File: src/hdl/assert_macros.svh
// -----------------------------------------------------------------------------
// Assertion macros
// Shared concurrent assertion shorthands for the calculator RTL.
// -----------------------------------------------------------------------------
`ifndef ASSERT_MACROS_SVH
`define ASSERT_MACROS_SVH

// The consequent must hold in the same cycle as the antecedent.
`define IIC_ASSERT_IMPL(lbl, clk, rst_n, ante, cons) \
  lbl: assert property (@(posedge clk) disable iff (!rst_n) (ante) |-> (cons)) \
    else $error("calculator assertion failed");

// The consequent must hold in the cycle after the antecedent.
`define IIC_ASSERT_NEXT(lbl, clk, rst_n, ante, cons) \
  lbl: assert property (@(posedge clk) disable iff (!rst_n) (ante) |=> (cons)) \
    else $error("calculator assertion failed");

`endif

File: src/hdl/iic_pkg.sv
// -----------------------------------------------------------------------------
// Calculator package
// Widths, key and status codes, and the request and response types of the
// shared multiply and divide unit.
// -----------------------------------------------------------------------------
package iic_pkg;

  localparam int DATA_W       = 32;
  localparam int MAG_W        = DATA_W - 1;
  localparam int MODE_W       = 3;
  localparam int DIGIT_W      = 4;
  localparam int STAT_W       = 2;
  localparam int ITER_W       = 5;
  localparam int LIT_DIGITS_W = 4;
  localparam int MAX_KEYS_DEF = 20;

  localparam logic [MODE_W-1:0] MODE_DIGIT = 3'd0;
  localparam logic [MODE_W-1:0] MODE_ADD   = 3'd1;
  localparam logic [MODE_W-1:0] MODE_SUB   = 3'd2;
  localparam logic [MODE_W-1:0] MODE_MUL   = 3'd3;
  localparam logic [MODE_W-1:0] MODE_DIV   = 3'd4;
  localparam logic [MODE_W-1:0] MODE_EQ    = 3'd5;
  localparam logic [MODE_W-1:0] MODE_CLR   = 3'd6;

  localparam logic [STAT_W-1:0] ST_OK     = 2'd0;
  localparam logic [STAT_W-1:0] ST_SYNTAX = 2'd1;
  localparam logic [STAT_W-1:0] ST_OVER   = 2'd2;

  localparam logic [1:0] MD_NONE  = 2'd0;
  localparam logic [1:0] MD_TIMES = 2'd1;
  localparam logic [1:0] MD_DIV   = 2'd2;

  localparam logic [DATA_W-1:0]  LIMIT_POS = 32'h7FFF_FFFF;
  localparam logic [DIGIT_W-1:0] DIGIT_MAX = 4'd9;

  typedef struct packed {
    logic start;
    logic is_div;
  } md_req_t;

  typedef struct packed {
    logic done;
    logic ovf;
  } md_rsp_t;

endpackage

File: src/hdl/iic_key_if.sv
// -----------------------------------------------------------------------------
// Key channel
// Valid and ready handshake carrying one calculator key per beat.
// -----------------------------------------------------------------------------
interface iic_key_if;
  import iic_pkg::*;

  logic               valid;
  logic               ready;
  logic [MODE_W-1:0]  mode;
  logic [DIGIT_W-1:0] digit;

  modport source (output valid, output mode, output digit, input ready);
  modport sink   (input valid, input mode, input digit, output ready);
endinterface

File: src/hdl/iic_res_if.sv
// -----------------------------------------------------------------------------
// Result channel
// Valid and ready handshake carrying one evaluated result per beat.
// -----------------------------------------------------------------------------
interface iic_res_if;
  import iic_pkg::*;

  logic                     valid;
  logic                     ready;
  logic signed [DATA_W-1:0] value;
  logic [STAT_W-1:0]        status;

  modport source (output valid, output value, output status, input ready);
  modport sink   (input valid, input value, input status, output ready);
endinterface

File: src/hdl/infix_integer_calculator.sv
// Key flow: a clear key is handled in idle, a digit passes through decode, and an operator
// after a plain literal passes through decode and fold, with add or subtract going on to sum.
// Folding a pending multiply or divide starts the 31-step shared unit in fold and waits on
// it in wait; equals decides its beat in decode, fold, wait or sum, the wait only when it
// folds a pending multiply or divide.
// Throughput: one key at a time; the next key is taken once the block is back in idle and no result beat waits.
// Reset (synchronous, active low) clears the expression as the clear key does.
// -----------------------------------------------------------------------------
// Infix integer calculator
// Evaluates keyed integer expressions with multiply and divide ahead of add
// and subtract, and returns the value and a status on equals.
// -----------------------------------------------------------------------------
`include "assert_macros.svh"

module infix_integer_calculator #(
  parameter int MAX_KEYS = iic_pkg::MAX_KEYS_DEF
) (
  input logic       clk,
  input logic       rst_n,
  iic_key_if.sink   in_ch,
  iic_res_if.source out_ch
);
  import iic_pkg::*;

  localparam int KEY_W = $clog2(MAX_KEYS + 1);
  localparam int NV_W  = MAG_W + 4;
  localparam logic [NV_W-1:0] LIT_HI = NV_W'(LIMIT_POS);
  localparam logic signed [DATA_W:0] SUM_HI = {1'b0, LIMIT_POS};
  localparam logic signed [DATA_W:0] SUM_LO = -SUM_HI;

  typedef enum logic [4:0] {
    S_IDLE   = 5'b00001,
    S_DECODE = 5'b00010,
    S_FOLD   = 5'b00100,
    S_WAIT   = 5'b01000,
    S_SUM    = 5'b10000
  } state_t;

  state_t                   state_r, state_nxt;
  logic [MODE_W-1:0]        mode_r, mode_nxt;
  logic [DIGIT_W-1:0]       digit_r, digit_nxt;
  logic signed [DATA_W-1:0] sum_r, sum_nxt;
  logic signed [DATA_W-1:0] prod_r, prod_nxt;
  logic signed [DATA_W-1:0] term_r, term_nxt;
  logic [MAG_W-1:0]         lit_r, lit_nxt;
  logic [LIT_DIGITS_W-1:0]  lit_digits_r, lit_digits_nxt;
  logic                     sign_r, sign_nxt;
  logic [1:0]               muldiv_r, muldiv_nxt;
  logic [KEY_W-1:0]         key_count_r, key_count_nxt;
  logic                     last_op_r, last_op_nxt;
  logic [STAT_W-1:0]        err_r, err_nxt;
  logic                     after_eq_r, after_eq_nxt;
  logic                     out_valid_r, out_valid_nxt;
  logic signed [DATA_W-1:0] out_value_r, out_value_nxt;
  logic [STAT_W-1:0]        out_status_r, out_status_nxt;

  logic                     clear_req, set_after_eq, emit;
  logic [STAT_W-1:0]        emit_status;
  logic signed [DATA_W-1:0] emit_value;
  logic                     term_ok, term_fail;
  logic [STAT_W-1:0]        term_fail_st;
  logic signed [DATA_W-1:0] term_val;
  logic [NV_W-1:0]          lit_ext, nv;
  logic signed [DATA_W:0]   sum_ext;
  logic                     sum_ovf;
  logic signed [DATA_W-1:0] neg_prod, mag_ext;
  logic [MAG_W-1:0]         prod_mag, md_res;
  md_req_t                  md_req;
  md_rsp_t                  md_rsp;

  assign lit_ext  = {{(NV_W-MAG_W){1'b0}}, lit_r};
  assign nv       = (lit_ext << 3) + (lit_ext << 1) + NV_W'(digit_r);
  assign sum_ext  = sign_r ? ({sum_r[DATA_W-1], sum_r} - {term_r[DATA_W-1], term_r})
                           : ({sum_r[DATA_W-1], sum_r} + {term_r[DATA_W-1], term_r});
  assign sum_ovf  = (sum_ext > SUM_HI) || (sum_ext < SUM_LO);
  assign neg_prod = -prod_r;
  assign prod_mag = prod_r[DATA_W-1] ? neg_prod[MAG_W-1:0] : prod_r[MAG_W-1:0];
  assign mag_ext  = {1'b0, md_res};

  iic_muldiv u_muldiv (
    .clk   (clk),
    .rst_n (rst_n),
    .req   (md_req),
    .opa   (prod_mag),
    .opb   (lit_r),
    .rsp   (md_rsp),
    .res   (md_res)
  );

  always_comb begin
    state_nxt      = state_r;
    mode_nxt       = mode_r;
    digit_nxt      = digit_r;
    sum_nxt        = sum_r;
    prod_nxt       = prod_r;
    term_nxt       = term_r;
    lit_nxt        = lit_r;
    lit_digits_nxt = lit_digits_r;
    sign_nxt       = sign_r;
    muldiv_nxt     = muldiv_r;
    key_count_nxt  = key_count_r;
    last_op_nxt    = last_op_r;
    err_nxt        = err_r;
    after_eq_nxt   = after_eq_r;
    out_valid_nxt  = out_valid_r;
    out_value_nxt  = out_value_r;
    out_status_nxt = out_status_r;
    clear_req      = 1'b0;
    set_after_eq   = 1'b0;
    emit           = 1'b0;
    emit_status    = ST_OK;
    emit_value     = '0;
    term_ok        = 1'b0;
    term_fail      = 1'b0;
    term_fail_st   = ST_OK;
    term_val       = term_r;
    md_req         = '0;

    if (out_ch.ready) begin
      out_valid_nxt = 1'b0;
    end

    case (state_r)
      S_IDLE: begin
        if (in_ch.valid && in_ch.ready) begin
          mode_nxt  = in_ch.mode;
          digit_nxt = in_ch.digit;
          if (in_ch.mode == MODE_CLR) begin
            clear_req = 1'b1;
          end else if (in_ch.mode == MODE_EQ) begin
            state_nxt = S_DECODE;
          end else if (in_ch.mode == MODE_DIGIT && in_ch.digit > DIGIT_MAX) begin
            state_nxt = S_IDLE;
          end else if (in_ch.mode <= MODE_DIV) begin
            clear_req = after_eq_r;
            state_nxt = S_DECODE;
          end
        end
      end
      S_DECODE: begin
        state_nxt = S_IDLE;
        if (mode_r == MODE_EQ) begin
          if (err_r != ST_OK || key_count_r == '0) begin
            emit        = 1'b1;
            emit_status = err_r;
          end else if (last_op_r) begin
            emit        = 1'b1;
            emit_status = ST_SYNTAX;
          end else begin
            state_nxt = S_FOLD;
          end
        end else if (key_count_r < KEY_W'(MAX_KEYS)) begin
          key_count_nxt = key_count_r + 1'b1;
          if (err_r == ST_OK) begin
            if (mode_r == MODE_DIGIT) begin
              if (nv > LIT_HI) begin
                err_nxt = ST_OVER;
              end else begin
                lit_nxt     = nv[MAG_W-1:0];
                last_op_nxt = 1'b0;
                if (lit_digits_r != '1) begin
                  lit_digits_nxt = lit_digits_r + 1'b1;
                end
              end
            end else if (key_count_r == '0 || last_op_r) begin
              err_nxt = ST_SYNTAX;
            end else begin
              last_op_nxt = 1'b1;
              state_nxt   = S_FOLD;
            end
          end
        end
      end
      S_FOLD: begin
        case (muldiv_r)
          MD_TIMES: begin
            md_req.start  = 1'b1;
            md_req.is_div = 1'b0;
            state_nxt     = S_WAIT;
          end
          MD_DIV: begin
            if (lit_r == '0) begin
              term_fail    = 1'b1;
              term_fail_st = ST_SYNTAX;
            end else begin
              md_req.start  = 1'b1;
              md_req.is_div = 1'b1;
              state_nxt     = S_WAIT;
            end
          end
          default: begin
            term_ok  = 1'b1;
            term_val = {1'b0, lit_r};
          end
        endcase
      end
      S_WAIT: begin
        if (md_rsp.done) begin
          if (md_rsp.ovf) begin
            term_fail    = 1'b1;
            term_fail_st = ST_OVER;
          end else begin
            term_ok  = 1'b1;
            term_val = prod_r[DATA_W-1] ? -mag_ext : mag_ext;
          end
        end
      end
      S_SUM: begin
        state_nxt = S_IDLE;
        if (mode_r == MODE_EQ) begin
          emit = 1'b1;
          if (sum_ovf) begin
            emit_status = ST_OVER;
          end else begin
            emit_status = ST_OK;
            emit_value  = sum_ext[DATA_W-1:0];
          end
        end else if (sum_ovf) begin
          err_nxt = ST_OVER;
        end else begin
          sum_nxt    = sum_ext[DATA_W-1:0];
          prod_nxt   = '0;
          sign_nxt   = (mode_r == MODE_SUB);
          muldiv_nxt = MD_NONE;
        end
      end
      default: begin
        state_nxt = S_IDLE;
      end
    endcase

    // A finished literal fold either completes the key or moves on to the sum.
    if (term_ok || term_fail) begin
      state_nxt = S_IDLE;
      if (mode_r == MODE_EQ) begin
        if (term_fail) begin
          emit        = 1'b1;
          emit_status = term_fail_st;
        end else begin
          term_nxt  = term_val;
          state_nxt = S_SUM;
        end
      end else begin
        lit_nxt        = '0;
        lit_digits_nxt = '0;
        if (term_fail) begin
          err_nxt = term_fail_st;
        end else if (mode_r == MODE_MUL || mode_r == MODE_DIV) begin
          prod_nxt   = term_val;
          muldiv_nxt = (mode_r == MODE_MUL) ? MD_TIMES : MD_DIV;
        end else begin
          term_nxt  = term_val;
          state_nxt = S_SUM;
        end
      end
    end

    if (emit) begin
      out_valid_nxt  = 1'b1;
      out_status_nxt = emit_status;
      out_value_nxt  = (emit_status == ST_OK) ? emit_value : '0;
      set_after_eq   = 1'b1;
      if (emit_status != ST_OK) begin
        clear_req = 1'b1;
      end
    end

    if (clear_req) begin
      sum_nxt        = '0;
      prod_nxt       = '0;
      lit_nxt        = '0;
      lit_digits_nxt = '0;
      sign_nxt       = 1'b0;
      muldiv_nxt     = MD_NONE;
      key_count_nxt  = '0;
      last_op_nxt    = 1'b0;
      err_nxt        = ST_OK;
      after_eq_nxt   = 1'b0;
    end
    if (set_after_eq) begin
      after_eq_nxt = 1'b1;
    end
  end

  always_ff @(posedge clk) begin
    if (!rst_n) begin
      state_r      <= S_IDLE;
      sum_r        <= '0;
      prod_r       <= '0;
      lit_r        <= '0;
      lit_digits_r <= '0;
      sign_r       <= 1'b0;
      muldiv_r     <= MD_NONE;
      key_count_r  <= '0;
      last_op_r    <= 1'b0;
      err_r        <= ST_OK;
      after_eq_r   <= 1'b0;
      out_valid_r  <= 1'b0;
    end else begin
      state_r      <= state_nxt;
      sum_r        <= sum_nxt;
      prod_r       <= prod_nxt;
      lit_r        <= lit_nxt;
      lit_digits_r <= lit_digits_nxt;
      sign_r       <= sign_nxt;
      muldiv_r     <= muldiv_nxt;
      key_count_r  <= key_count_nxt;
      last_op_r    <= last_op_nxt;
      err_r        <= err_nxt;
      after_eq_r   <= after_eq_nxt;
      out_valid_r  <= out_valid_nxt;
    end
    mode_r       <= mode_nxt;
    digit_r      <= digit_nxt;
    term_r       <= term_nxt;
    out_value_r  <= out_value_nxt;
    out_status_r <= out_status_nxt;
  end

  assign in_ch.ready   = (state_r == S_IDLE) && !out_valid_r;
  assign out_ch.valid  = out_valid_r;
  assign out_ch.value  = out_value_r;
  assign out_ch.status = out_status_r;

  `IIC_ASSERT_IMPL(a_err_value_zero, clk, rst_n, out_valid_r && (out_status_r != ST_OK), out_value_r == '0)
  `IIC_ASSERT_IMPL(a_key_count_bound, clk, rst_n, 1'b1, key_count_r <= KEY_W'(MAX_KEYS))
  `IIC_ASSERT_IMPL(a_done_in_wait, clk, rst_n, md_rsp.done, state_r == S_WAIT)
  `IIC_ASSERT_NEXT(a_start_to_wait, clk, rst_n, md_req.start, (state_r == S_WAIT) && !md_rsp.done)

endmodule

File: src/hdl/iic_muldiv.sv
// -----------------------------------------------------------------------------
// Iterative multiply and divide unit
// One shared adder works one bit per cycle on unsigned magnitudes: shift and
// add with saturation for multiply, restoring division for divide.
// -----------------------------------------------------------------------------
module iic_muldiv (
  input  logic                      clk,
  input  logic                      rst_n,
  input  iic_pkg::md_req_t          req,
  input  logic [iic_pkg::MAG_W-1:0] opa,
  input  logic [iic_pkg::MAG_W-1:0] opb,
  output iic_pkg::md_rsp_t          rsp,
  output logic [iic_pkg::MAG_W-1:0] res
);
  import iic_pkg::*;

  localparam int ACC_W = MAG_W + 3;
  localparam logic [ACC_W-1:0] MAG_MAX = {{(ACC_W-MAG_W){1'b0}}, {MAG_W{1'b1}}};

  logic              busy_r, busy_nxt;
  logic              done_r, done_nxt;
  logic              div_r, div_nxt;
  logic              ovf_r, ovf_nxt;
  logic [ITER_W-1:0] cnt_r, cnt_nxt;
  logic [ACC_W-1:0]  acc_r, acc_nxt;
  logic [MAG_W-1:0]  a_r, a_nxt;
  logic [MAG_W-1:0]  b_r, b_nxt;
  logic [ACC_W-1:0]  opx, opy, sum;
  logic              cin;

  always_comb begin
    if (div_r) begin
      opx = {acc_r[ACC_W-2:0], a_r[MAG_W-1]};
      opy = ~{{(ACC_W-MAG_W){1'b0}}, b_r};
      cin = 1'b1;
    end else begin
      opx = {acc_r[ACC_W-2:0], 1'b0};
      opy = b_r[MAG_W-1] ? {{(ACC_W-MAG_W){1'b0}}, a_r} : '0;
      cin = 1'b0;
    end
    sum = opx + opy + {{(ACC_W-1){1'b0}}, cin};
  end

  always_comb begin
    busy_nxt = busy_r;
    done_nxt = 1'b0;
    div_nxt  = div_r;
    ovf_nxt  = ovf_r;
    cnt_nxt  = cnt_r;
    acc_nxt  = acc_r;
    a_nxt    = a_r;
    b_nxt    = b_r;
    if (req.start) begin
      busy_nxt = 1'b1;
      div_nxt  = req.is_div;
      ovf_nxt  = 1'b0;
      cnt_nxt  = ITER_W'(MAG_W - 1);
      acc_nxt  = '0;
      a_nxt    = opa;
      b_nxt    = opb;
    end else if (busy_r) begin
      if (div_r) begin
        acc_nxt = sum[ACC_W-1] ? opx : sum;
        a_nxt   = {a_r[MAG_W-2:0], ~sum[ACC_W-1]};
      end else begin
        if (sum > MAG_MAX) begin
          ovf_nxt = 1'b1;
          acc_nxt = MAG_MAX;
        end else begin
          acc_nxt = sum;
        end
        b_nxt = {b_r[MAG_W-2:0], 1'b0};
      end
      cnt_nxt = cnt_r - 1'b1;
      if (cnt_r == '0) begin
        busy_nxt = 1'b0;
        done_nxt = 1'b1;
      end
    end
  end

  always_ff @(posedge clk) begin
    if (!rst_n) begin
      busy_r <= 1'b0;
      done_r <= 1'b0;
    end else begin
      busy_r <= busy_nxt;
      done_r <= done_nxt;
    end
    div_r <= div_nxt;
    ovf_r <= ovf_nxt;
    cnt_r <= cnt_nxt;
    acc_r <= acc_nxt;
    a_r   <= a_nxt;
    b_r   <= b_nxt;
  end

  assign rsp.done = done_r;
  assign rsp.ovf  = ovf_r;
  assign res      = div_r ? a_r : acc_r[MAG_W-1:0];

endmodule

File: src/flat_wrapper.sv
// flat-port wrapper written by rule: the top's interface ports become plain ports
module infix_integer_calculator_flat import iic_pkg::*;
#(
  parameter int MAX_KEYS = iic_pkg::MAX_KEYS_DEF
)
  (clk, rst_n, in_ch_valid, in_ch_mode, in_ch_digit, in_ch_ready, out_ch_valid, out_ch_value, out_ch_status, out_ch_ready);
  iic_key_if in_ch_i ();
  iic_res_if out_ch_i ();
  input logic clk;
  input logic rst_n;
  input wire logic [$bits(in_ch_i.valid)-1:0] in_ch_valid;
  input wire logic [$bits(in_ch_i.mode)-1:0] in_ch_mode;
  input wire logic [$bits(in_ch_i.digit)-1:0] in_ch_digit;
  output wire logic [$bits(in_ch_i.ready)-1:0] in_ch_ready;
  output wire logic [$bits(out_ch_i.valid)-1:0] out_ch_valid;
  output wire logic [$bits(out_ch_i.value)-1:0] out_ch_value;
  output wire logic [$bits(out_ch_i.status)-1:0] out_ch_status;
  input wire logic [$bits(out_ch_i.ready)-1:0] out_ch_ready;
  assign in_ch_i.valid = in_ch_valid;
  assign in_ch_i.mode = in_ch_mode;
  assign in_ch_i.digit = in_ch_digit;
  assign in_ch_ready = in_ch_i.ready;
  assign out_ch_valid = out_ch_i.valid;
  assign out_ch_value = out_ch_i.value;
  assign out_ch_status = out_ch_i.status;
  assign out_ch_i.ready = out_ch_ready;
  infix_integer_calculator #(.MAX_KEYS(MAX_KEYS)) u_core (.clk(clk), .rst_n(rst_n), .in_ch(in_ch_i), .out_ch(out_ch_i));
endmodule
File: config.mk
export PLATFORM = sky130hd
export DESIGN_NAME = infix_integer_calculator_flat
export DESIGN_NICKNAME = d
export VERILOG_FILES = /design/src/hdl/iic_pkg.sv /design/src/hdl/iic_key_if.sv /design/src/hdl/iic_res_if.sv /design/src/hdl/infix_integer_calculator.sv /design/src/hdl/iic_muldiv.sv /design/src/flat_wrapper.sv
export VERILOG_INCLUDE_DIRS = /design/src /design/src/hdl
export SDC_FILE = /design/constraint.sdc
export NUM_CORES = 1
export LEC_CHECK = 0
export ABC_AREA = 1
export BUFFER_PORTS_ARGS = -buffer_cell sky130_fd_sc_hd__buf_4
export CAP_MARGIN = 20
export CORE_MARGIN = 3
export CORE_UTILIZATION = 42
export CTS_CLUSTER_DIAMETER = 30
export CTS_CLUSTER_SIZE = 14
export DETAILED_ROUTE_END_ITERATION = 10
export GPL_ROUTABILITY_DRIVEN = 0
export PLACE_DENSITY_LB_ADDON = 0.2
export SKIP_LAST_GASP = 1
export SYNTH_ARGS = -nofsm -noshare
export SYNTH_HDL_FRONTEND = slang
export SYNTH_SLANG_ARGS = --single-unit
File: constraint.sdc
create_clock -name clk -period 5.77 [get_ports clk]
set_clock_uncertainty 0.2 [all_clocks]
set_input_delay 1.731 -clock clk [delete_from_list [all_inputs] [get_ports clk]]
set_output_delay 1.731 -clock clk [all_outputs]
set_load 0.01 [all_outputs]
Word-level counts from Yosys, hierarchy flattened
Index checks and enable logic that the tools add are counted.
- register bits: 290
- output and inout port bits: 36
- word-level logic and storage cells: 243
- add/sub/neg operators: 10
- magnitude comparators: 7
- equal/unequal tests: 23
- multiplexer cells: 134
- bitwise operators: 10
- reductions and logical operators: 35
- operators by type and width (operator ; count):
    2-to-1 mux 31 bit ; 17
    2-to-1 mux 32 bit ; 15
    2-to-1 mux 33 bit ; 4
    2-to-1 mux 5 bit ; 16
    one-hot mux 32 bit (2 select lines) ; 1
    2-to-1 mux 2 bit ; 31
    2-to-1 mux 1 bit ; 38
    adder 34 x 32 -> 35 bit ; 1
    adder 35 x 4 -> 35 bit ; 1
    greater-than comparator 35 x 31 -> 1 bit (second input constant) ; 1
    adder 34 x 1 -> 34 bit ; 1
    adder 34 bit ; 1
    greater-than comparator 34 x 31 -> 1 bit (second input constant) ; 1
    2-to-1 mux 34 bit ; 1
    inverter 31 -> 34 bit ; 1
    adder 32 x 32 -> 33 bit ; 1
    greater-than comparator 33 x 32 -> 1 bit (second input constant) ; 1
    < comparator 33 x 32 -> 1 bit (second input constant) ; 1
    subtractor 32 x 32 -> 33 bit ; 1
    negation 31 -> 32 bit ; 1
    zero test 31 bit ; 1
    negation 31 bit ; 1
    one-hot mux 5 bit (4 select lines) ; 1
    one-hot mux 2 bit (2 select lines) ; 4
    38 further kinds ; 77

Depth between registers and ports, before layout
Gate-level depths: netlist (run 1).
- word-level depth: 15
- depth in mapped cells: 35
- depth with buffers taken out: 34

Hierarchy
From an unflattened synthesis (run 1), not the netlist that was laid out.
- cell total of the unflattened synthesis: 3421
- area total of the unflattened synthesis: 22997.1 µm²
- by module, submodules not included (module ; times used ; cells an instance ; area an instance (µm²)):
    infix_integer_calculator ; 1 ; 2202 ; 14891.8
    iic_muldiv ; 1 ; 1219 ; 8105.3

Least setup slack after synthesis (run 1)
No wires, ideal clock.
- kind: flip-flop to flip-flop
- start: reg u_core.term_r[4]
- end: reg u_core.out_value_r[16], in the netlist u_core.out_ch.value[16] (data pin)
- data arrival time: 4.071 ns
- slack: 1.229 ns
- stages on the path, launching flop included: 29
- buffers on the path: 1
- clock period less this slack: 4.541 ns
- cell sequence: edfxtp_1 -> nor2_1 -> nand3_1 -> nor4_1 -> nand3_1 -> nor3_1 -> nand2_1 -> nor4_1 -> nand2_1 -> nand2_1 -> o21ai_1 -> a21oi_1 -> o21ai_1 -> xor2_1 -> ha_1 -> a21o_1 -> a21oi_1 -> nand2_1 -> a21oi_1 -> nand3_1 -> nand2_1 -> nand2_1 -> nor2_1 -> nand4_1 -> nand3_2 -> nand2_4 -> nand2_1 -> clkbuf_1 -> a21oi_1
- longest elaborated chain between the ends: 13
- ends and longest elaborated chain (what ; line ; RTL):
    start: declaration ; infix_integer_calculator.sv:44 ; logic signed [DATA_W-1:0] term_r, term_nxt;
    start signal: assignment ; infix_integer_calculator.sv:315 ; term_r <= term_nxt;
    adder 32 x 32 -> 33 bit or subtractor 32 x 32 -> 33 bit (tied branches) ; infix_integer_calculator.sv:74, infix_integer_calculator.sv:73 ;
    2-to-1 mux 33 bit (*) ; infix_integer_calculator.sv:73 ; assign sum_ext = sign_r ? ({sum_r[DATA_W-1], sum_r} - {term_r[DATA_W-1], term_r})
    greater-than comparator 33 x 32 -> 1 bit or < comparator 33 x 32 -> 1 bit (tied branches) ; infix_integer_calculator.sv:75 ; assign sum_ovf = (sum_ext > SUM_HI) || (sum_ext < SUM_LO);
    logical OR 1 bit ; infix_integer_calculator.sv:75 ;
    2-to-1 mux 2 bit ; infix_integer_calculator.sv:212 ; if (sum_ovf) begin
    2-to-1 mux 2 bit ; infix_integer_calculator.sv:210 ; if (mode_r == MODE_EQ) begin
    one-hot mux 2 bit (2 select lines) ; infix_integer_calculator.sv:123 ; case (state_r)
    2-to-1 mux 2 bit ; infix_integer_calculator.sv:236 ; if (term_fail) begin
    2-to-1 mux 2 bit ; infix_integer_calculator.sv:235 ; if (mode_r == MODE_EQ) begin
    2-to-1 mux 2 bit ; infix_integer_calculator.sv:233 ; if (term_ok || term_fail) begin
    zero test 2 bit ; infix_integer_calculator.sv:261 ; out_value_nxt = (emit_status == ST_OK) ? emit_value : '0;
    inverter 1 bit (no line) ; -- ;
    OR reduction 4 bit (no line) ; -- ;
    end signal: assignment ; infix_integer_calculator.sv:316 ; out_value_r <= out_value_nxt;
    end: declaration ; infix_integer_calculator.sv:54 ; logic signed [DATA_W-1:0] out_value_r, out_value_nxt;
Every way passes the cells marked *; elsewhere a longest branch is shown, timed or not.
A chain may end at the register's enable or synchronous reset.

Worst setup path after layout (run 1)
- start: reg u_core.term_r[1]
- end: reg u_core.out_value_r[0], in the netlist u_core.out_ch.value[0] (data pin)
- longest elaborated chain between the ends: 13
- ends and longest elaborated chain (what ; line):
    adder 32 x 32 -> 33 bit or subtractor 32 x 32 -> 33 bit (tied branches) ; infix_integer_calculator.sv:74, infix_integer_calculator.sv:73
    2-to-1 mux 33 bit (*) ; infix_integer_calculator.sv:73
    greater-than comparator 33 x 32 -> 1 bit or < comparator 33 x 32 -> 1 bit (tied branches) ; infix_integer_calculator.sv:75
    logical OR 1 bit (*) ; infix_integer_calculator.sv:75
    2-to-1 mux 2 bit ; infix_integer_calculator.sv:212
    2-to-1 mux 2 bit ; infix_integer_calculator.sv:210
    one-hot mux 2 bit (2 select lines) ; infix_integer_calculator.sv:123
    2-to-1 mux 2 bit ; infix_integer_calculator.sv:236
    2-to-1 mux 2 bit ; infix_integer_calculator.sv:235
    2-to-1 mux 2 bit ; infix_integer_calculator.sv:233
    zero test 2 bit ; infix_integer_calculator.sv:261
    inverter 1 bit (no line) ; --
    OR reduction 4 bit (no line) (*) ; --
Marked as above.

==> results of run 1 <==
[placed cells by master, fill, tap and decap left out, types with 11 or more instances in the layout]
master     instances
nand2_1          957
inv_1            457
nor2_1           315
nand3_1          209
o21ai_0          194
a21oi_1          171
dfxtp_1          154
edfxtp_1         136
ha_1             133
clkbuf_16         91
xor2_1            88
buf_4             87
o211ai_1          66
nand4_1           61
xnor2_1           52
a31oi_1           38
nor3_1            30
o221ai_1          27
nor4_1            21
o21ai_1           20
clkinv_2          16
a21o_1            14
clkbuf_1          14
inv_2             13
o21bai_1          13
nand3b_1          11
[metal layers]
metal  share of wire [%]  up-vias  routed length, µm  GRT usage (%)
li1                    -    11400                  -              -
met1                  44    10400              33100           34.2
met2                  44      740              33100           40.6
met3                 8.3      145               6180           5.95
met4                 2.9        0               2160           8.94
met5                   0        -                  0              0
[flip-flops by register name, indices dropped and copies added (netlist names), 2 cells and up]
name	count
u_core.term_r	32
u_core.prod_r	32
u_core.lit_r	31
u_core.u_muldiv.b_r	31
u_core.out_ch.status	2
u_core.state_r	5
u_core.out_ch.value	32
u_core.u_muldiv.a_r	31
u_core.err_r	2
u_core.u_muldiv.cnt_r	5
u_core.digit_r	4
u_core.mode_r	3
u_core.sum_r	32
u_core.u_muldiv.acc_r	33
u_core.muldiv_r	2
u_core.key_count_r	5
[worst min-delay path: cells and delay by family (launching register included)]
family,cells,cell delay [ns]
flops,1,0.30
simple gates,2,0.11
[stage by stage]
step	TNS, ns	hold WS [ns]	std cells	power, mW
after global placement	0	0.247	4079	3.04
final	0	0.257	4241	7.64
after detailed placement	0	0.243	4079	3.04
after CTS	0	0.259	4234	7.68
after global routing	-0.000307	0.273	4241	7.92
after floorplan	0	0.227	3421	2.79
[where the power goes]
part           internal [mW]  switching, mW  total, mW
combinational          0.222          0.516      0.739
clock                   3.20           1.42       4.62
sequential              2.23         0.0561       2.28
[timing repair]
item | in CTS | in global routing
gates resized for setup | 0 | 11
setup endpoints to repair | 0 | 138
buffers inserted | 0 | 4
[final timing paths]
kind,from,slack [ns],end
hold / removal,u_core.after_eq_r,0.26,u_core.after_eq_r
hold reg to reg,u_core.after_eq_r,0.26,u_core.after_eq_r
setup reg to reg,u_core.term_r[1],0.44,u_core.out_ch.value[0]
setup / recovery,u_core.term_r[1],0.44,u_core.out_ch.value[0]
[final cells by class]
cell class	count	area, µm²
repair buffers	95	828
clock inverters	43	432
fillers	5404	27000
inverters	475	1780
flip-flops and latches	290	7170
clock buffers	112	2430
well taps	696	871
multi-input cells	2530	13600
[logic make-up after synthesis]
group | count (synthesis)
buffers and inverters | 601
DFF | 290
muxes | 1
adders and majority gates | 138
xor gates and xnor gates | 141
and+or+nand+nor | 1663
AOI/OAI and AO/OA | 587
==> metrics.cfg, run 1 <==
[outcome]
status = finished, final reports clean

[global_route]
grt_antenna_before_repair = 1
grt_start_max_net_pins = 107
first_global_vias = 21000
grt_pass1_wl_mm = 116
grt_usage_pct = 25.6
grt-ovfl-total = 0

[die]
io_pins = 47
dieHeight_um = 240
start_util_pct = 42.6
die_w_um = 240
num_rows = 85
core_um2 = 54000
dieArea_um2 = 57600

[yosys]
synth_seq_cells = 290
ys.flop_type = dfxtp_1
synth_async_sr_flop_share_pct = 0
synth-warning-count = 0
synth_area_leaders = edfxtp_1 18%, nand2_1 16%, dfxtp_1 13%
synth.most_common_cell = nand2_1
synth_top_family_by_area = simple AND/OR/NAND/NOR gates
yosys.area_share.simple_pct = 30.5
synth_xor_area_share_pct = 5.37
netlist_area_um2 = 23000
synth_edf_count = 136
synth-compound-area-share_pct = 15.0
synth-seq-area-share_pct = 31.2
synthCells = 3421
synthesis.nets = 3570
synthAdderAreaFrac_pct = 7.67
synth.distinct_cells = 59
post_synth_most_frequent_cells = 959 x nand2_1, 457 x inv_1, 319 x nor2_1
synth_top_area_share_pct = 17.8
synth.area.mux_share_pct = 0.0435
syn_avg_cell_area_um2 = 6.72
yosysTopAreaCell = edfxtp_1

[worst_setup_path]
path_buf_inv = 3
worst-path-stages = 28
crit_top_cell = nand2_1
cp-start-kind = flip-flop
cp_slowest_cell = edfxtp_1
slowest_delay_ns = 0.44
crit_type = flip-flop to flip-flop
rr_worst_depth = 28
cp_top_family = simple AND/OR/NAND/NOR gates
critPathRequiredTime_ns = 5.92
critPathMaxFanout = 31
arrival_ns = 5.48
endpoint_kind = flip-flop

[clock_network]
cts_root_buf = clkbuf_16
cts.sink_count = 290
numCtsBuffers = 85
path_clk_slew_ns = 0.05
cts_buffer_depth = 3
tritoncts = done
insertion_delay_ns = 0.62
cts_hold_buf = 0
cts_max_level = 3

[timing]
setup_viol = 0
relSlewSlack_pct = 27.3
hold_violations = 0
maxSlewViolCount = 0
worst_pin_slew_ns = 1.09
finalCritPeriodShare_pct = 92.4
period_needed_ns = 5.33
setup_ws_ns = 0.440
fmax_mhz = 188

[drt]
ant_nets = 0
first_iter_violations = 1908
avgRoutedWirePerCell_um = 17.6
drtPass1Iterations = 6
drc = 0
routed_wirelength_mm = 74.5
avgViaCountPerCell = 5.34
vias = 22700

[layout]
fin_util_pct = 50.1
nNetsFinal = 3626
diodes = 0
final_cell_area_um2 = 27100
area_growth_pct = 17.7
final_layout_size_suffix_gt1_share_pct = 8.66

[placed_design]
port_buffers = 46
placed_area_um2 = 24000
dp_hpwl_mm = 56.3
dp_slack_ns = 0.293

[pwr]
irDropWorstVdd_uv = 219
powerDensity_nw_per_um2 = 282
p_leak_nw = 13.0

[min_path]
worst_hold_path_type = flip-flop to flip-flop
min_path_cells = 2

[job]
drv_cap = 0

No activity file was read; power rests on OpenSTA's default activity.
==> inputs of run 2 (changes only) <==
CTS_BUF_LIST = sky130_fd_sc_hd__clkbuf_8   (was default)
CTS_CLUSTER_DIAMETER = 150   (was 30)
clock period = 4.4 ns   (was 5.77 ns; I/O delays follow)
==> run 2 against run 1 <==
  * The run now ends with setup timing left
  * Register-to-register slack worse by 1.1 ns
  * Global-route usage increased by 0.27 points
  * Non-clock buffer count grew 223
  * Utilization up 0.39 points
  * Combinational power is 57% higher
  * Worst setup slack got worse by 1.1 ns
  * Critical path depth rose by 2
  * Count of clock-buffer cells in the layout shrank 87
  * Maximum frequency is 5.4% higher
  * Via count rose by 2.9%
  * Die area did not move
  * Cell count is 2.6% higher
  * Largest cell class unchanged
  * Largest power group is now sequential cells
==> metrics.cfg, run 2 (synthesized netlist as in run 1, its figures left out) <==
[outcome]
status = finished, violations left
violations = setup timing

[pwr]
powerDensity_nw_per_um2 = 210
irDropWorstVdd_uv = 265
p_leak_nw = 13.2

[drt]
routed_wirelength_mm = 77.5
vias = 23300
drtPass1Iterations = 5
avgRoutedWirePerCell_um = 17.8
avgViaCountPerCell = 5.36
first_iter_violations = 2015
ant_nets = 0
drc = 0

[clock_network]
cts_root_buf = clkbuf_8
insertion_delay_ns = 0.64
cts_buffer_depth = 3
cts.sink_count = 290
tritoncts = done
numCtsBuffers = 24
path_clk_slew_ns = 0.10
cts_max_level = 1
cts_hold_buf = 0

[placed_design]
dp_hpwl_mm = 57.5
port_buffers = 46
dp.cells = 4242
dp_slack_ns = -0.579
placed_area_um2 = 25400

[layout]
area_growth_pct = 18.6
final_cell_area_um2 = 27300
final_layout_size_suffix_gt1_share_pct = 15.1
largest_register_ffs = 33
nNetsFinal = 3788
final_cell_mix = 913 x nand2_1, 463 x inv_1, 298 x nor2_1
final_common_cell = nand2_1
fillers = 5523
fin_cells = 4353
regMostFlops = u_core.u_muldiv.acc_r

[timing]
holdWs_ns = 0.261
worst_pin_slew_ns = 1.06
period_needed_ns = 5.06
rsz0062_at_grt = yes
setup_ws_ns = -0.659
finalCritPeriodShare_pct = 115
maxSlewViolCount = 0
hold_violations = 0
fmax_mhz = 198
relSlewSlack_pct = 29.5
fin_tns_setup_ns = -82.11
setup_viol = 139

[job]
drv_cap = 0

[worst_setup_path]
rr_endpoint = u_core.sum_r[31]
critPathMaxFanout = 14
crit_path_end = u_core.sum_r[31]
rr_worst_depth = 30
endpoint_kind = flip-flop
worstReg2RegStart = u_core.term_r[0]
arrival_ns = 5.38
cp-startpoint = u_core.term_r[0]
slowest_delay_ns = 0.43
critPathRequiredTime_ns = 4.72
worst-r2r-setup-slack_ns = -0.66
crit_top_cell = nand3_2
cp_slowest_cell = edfxtp_1
cp-start-kind = flip-flop
crit_type = flip-flop to flip-flop

[die]
core_um2 = 54000
start_util_pct = 42.6
die_w_um = 240
dieArea_um2 = 57600
dieHeight_um = 240
num_rows = 85
io_pins = 47

[global_route]
first_global_vias = 21500
grt_antenna_before_repair = 4
grt_pass1_wl_mm = 118
grt-ovfl-total = 0
grt_start_max_net_pins = 70
grt_usage_pct = 25.9

[min_path]
worst_hold_path_type = flip-flop to flip-flop

-- run 2: changes by cell type in the layout (fill, tap and decap cells not counted), moves of 18 or more --
cell       delta
buf_4       +194
clkbuf_16    -86
clkbuf_8     +18
nand2_1      -44
nand2_2      +35
nand3_1      -21
nand3_2      +21
-- run 2: per-layer routing --
metal  vias to the layer above  GRT usage [%]  part of all wire (%)
li1                      11700              -                     -
met1                     10800           34.8                    45
met2                       732           42.2                    45
met3                       130           4.67                   7.1
met4                         2           8.16                   3.3
met5                         -              0                 0.017
-- run 2: final cells by class --
cell class | count | area [µm²] | share of cell area [%]
Antenna cell | 1 | 2.50 | 0.00917
Clock buffer | 25 | 344 | 1.26
Clock inverter | 18 | 93.8 | 0.344
Inverter | 475 | 1790 | 6.55
Multi-Input combinational cell | 2530 | 14200 | 52.0
Sequential cell | 290 | 7170 | 26.3
Tap cell | 696 | 871 | 3.19
Timing Repair Buffer | 318 | 2830 | 10.4
-- run 2: report_power, final --
part	internal [mW]	total, mW	leakage, nW	switching (mW)
clock	0.587	1.60	0.284	1.01
combinational	0.426	1.16	10.5	0.739
sequential	2.90	2.97	2.40	0.0697
total	3.92	5.74	13.2	1.82
-- run 2: stage by stage --
step | util [%] | total power, mW
final | 50.5 | 5.74
after floorplan | - | 3.66
after detailed placement | 46.9 | 4.07
after global routing | 50.5 | 5.98
after CTS | 49.3 | 5.72
after global placement | 46.9 | 4.07
-- run 2: worst min path at each step --
stage	startpoint	to	slack (ns)	cells after the start
6_report	u_core.after_eq_r	u_core.after_eq_r	0.26	2
3_5_place_dp	u_core.after_eq_r	u_core.after_eq_r	0.25	2
4_1_cts	u_core.after_eq_r	u_core.after_eq_r	0.27	2
3_3_place_gp	u_core.after_eq_r	u_core.after_eq_r	0.26	2
5_1_grt	u_core.after_eq_r	u_core.after_eq_r	0.27	2
2_1_floorplan	u_core.after_eq_r	u_core.after_eq_r	0.23	2
-- run 2: repair_timing --
action,4_1_cts,5_1_grt
pin swaps,21,56
endpoints found under the setup margin,139,171
gates resized for setup,81,106
hold endpoints to repair,0,0
setup buffers,44,14
gates cloned,6,6
-- run 2: critical path, delay by kind of cell (launching register included) --
kind	cells	cell delay, ns
xor+xnor	1	0.20
simple gates	16	1.70
compound gates	6	1.12
buf+inv	5	0.74
fa+ha+maj	2	0.56
flops	1	0.43
==> inputs of run 3 (changes only) <==
CTS_BUF_LIST = sky130_fd_sc_hd__clkbuf_16   (was sky130_fd_sc_hd__clkbuf_8)
==> run 3 against run 2 <==
  * The flow still finishes with violations (setup timing)
  * Maximum frequency grew 1.7%
  * Sequential cell count unchanged
  * Clock power grew 32%
  * Via count grew 0.63%
  * Total power grew 9.2%
  * Cell count is 0.11% higher
  * Worst setup slack improved by 0.086 ns
  * Sequential power about the same
  * Count of clock-buffer cells in the layout is 1 higher
  * Hold slack lost 0.0035 ns
  * Critical path depth grew 1
  * Sequential share of layout area fell by 0.057 points
  * Critical path type unchanged
==> metrics.cfg, run 3 (synthesized netlist as in run 1, its figures left out) <==
[worst_setup_path]
critPathMaxFanout = 18
cp_slowest_cell = edfxtp_1
worst-path-stages = 31
arrival_ns = 5.23
cp_top_family = simple AND/OR/NAND/NOR gates
rr_worst_depth = 31
crit_top_cell = nand2_1
cp-start-kind = flip-flop
worst-r2r-setup-slack_ns = -0.57
crit_type = flip-flop to flip-flop
path_buf_inv = 6
critPathRequiredTime_ns = 4.66
endpoint_kind = flip-flop
slowest_delay_ns = 0.45

[drt]
avgRoutedWirePerCell_um = 17.9
routed_wirelength_mm = 77.9
ant_nets = 0
drc = 0
first_iter_violations = 1999
vias = 23500
avgViaCountPerCell = 5.39
drtPass1Iterations = 6

[timing]
fmax_mhz = 201
rsz0062_at_grt = yes
setup_viol = 139
worst_pin_slew_ns = 1.07
relSlewSlack_pct = 28.8
maxSlewViolCount = 0
hold_violations = 0
period_needed_ns = 4.97
finalCritPeriodShare_pct = 113
setup_ws_ns = -0.573

[die]
core_um2 = 54000
dieArea_um2 = 57600
die_w_um = 240
start_util_pct = 42.6
num_rows = 85
io_pins = 47
dieHeight_um = 240

[clock_network]
path_clk_slew_ns = 0.07
numCtsBuffers = 24
cts.sink_count = 290
cts_max_level = 1
cts_buffer_depth = 3
tritoncts = done
cts_root_buf = clkbuf_16
insertion_delay_ns = 0.57

[layout]
area_growth_pct = 18.8
final_cell_area_um2 = 27300
regMostFlops = u_core.u_muldiv.acc_r
final_common_cell = nand2_1
nNetsFinal = 3794
diodes = 0
final_layout_size_suffix_gt1_share_pct = 13.7
fin_util_pct = 50.6
fillers = 5508
final_cell_mix = 937 x nand2_1, 469 x inv_1, 304 x nor2_1
largest_register_ffs = 33

[pwr]
irDropWorstVdd_uv = 258
power_mw = 6.27
p_leak_nw = 13.3
powerDensity_nw_per_um2 = 229

[placed_design]
placed_area_um2 = 25400
dp_slack_ns = -0.579
port_buffers = 46
dp_hpwl_mm = 57.5

[min_path]
worst_hold_path_type = flip-flop to flip-flop
min_path_cells = 2

[global_route]
grt_pass1_wl_mm = 119
grt_start_max_net_pins = 70
grt-ovfl-total = 0
first_global_vias = 21600
grt_usage_pct = 26.0
grt_antenna_before_repair = 1

[job]
drv_cap = 0

[outcome]
violations = setup timing
status = finished, violations left

[run 3: cell count changes in the layout (fill, tap and decap cells not counted), moves of 16 or more]
| cell | previous run | this run |
|---|---|---|
| clkbuf_8 | 25 | 0 |
| nand2_2 | 43 | 25 |
| clkbuf_16 | 5 | 31 |
| nand3_2 | 25 | 9 |
| nand3_1 | 188 | 204 |
| nand2_1 | 913 | 937 |
[run 3: final timing paths]
| check | start | to |
|---|---|---|
| worst max register to register | u_core.term_r[1] | u_core.err_r[0] |
| worst min register to register | u_core.after_eq_r | u_core.after_eq_r |
| worst max-delay path | u_core.term_r[1] | u_core.err_r[0] |
| worst min-delay path | u_core.after_eq_r | u_core.after_eq_r |
[run 3: final cells by class]
type	count	area [µm²]	area share (%)
Multi-Input combinational cell	2530	13900	50.9
Sequential cell	290	7170	26.2
Timing Repair Buffer	324	2870	10.5
Inverter	475	1780	6.52
Tap cell	696	871	3.19
Clock buffer	26	651	2.38
Clock inverter	17	63.8	0.233
[run 3: report_power, final]
group / switching (mW) / total, mW / internal [mW] / leakage [nW]
registers: 0.0678 / 2.97 / 2.90 / 2.40
logic: 0.740 / 1.17 / 0.431 / 10.5
clock network: 1.07 / 2.12 / 1.06 / 0.411
total: 1.87 / 6.27 / 4.39 / 13.3
[run 3: routing by layer]
layer | global-route usage [%] | wire, µm | share of wire [%]
met4 | 5.66 | 1900 | 2.4
met1 | 35.5 | 34800 | 45
met2 | 43.7 | 35500 | 46
met3 | 3.82 | 5650 | 7.3
met5 | 0 | 0 | 0
[run 3: per-stage QoR]
stage	setup TNS, ns	std cells	hold WS (ns)
after floorplan	0	3421	0.227
after global placement	-67.99	4242	0.255
after detailed placement	-72.82	4242	0.249
after CTS	-39.60	4345	0.261
after global routing	-105.82	4358	0.269
final	-70.95	4358	0.258
[run 3: timing repair]
action	in CTS	in global routing
gates resized for setup	82	37
hold buffers	0	0
gates cloned	6	8
setup buffers	54	4
pin swaps	19	14
setup endpoints to repair	139	171
[run 3: worst min-delay path: stages (launching register included)]
cell and delay (ns):
dfxtp_1 0.31, nand2_1 0.06, nand2_1 0.05
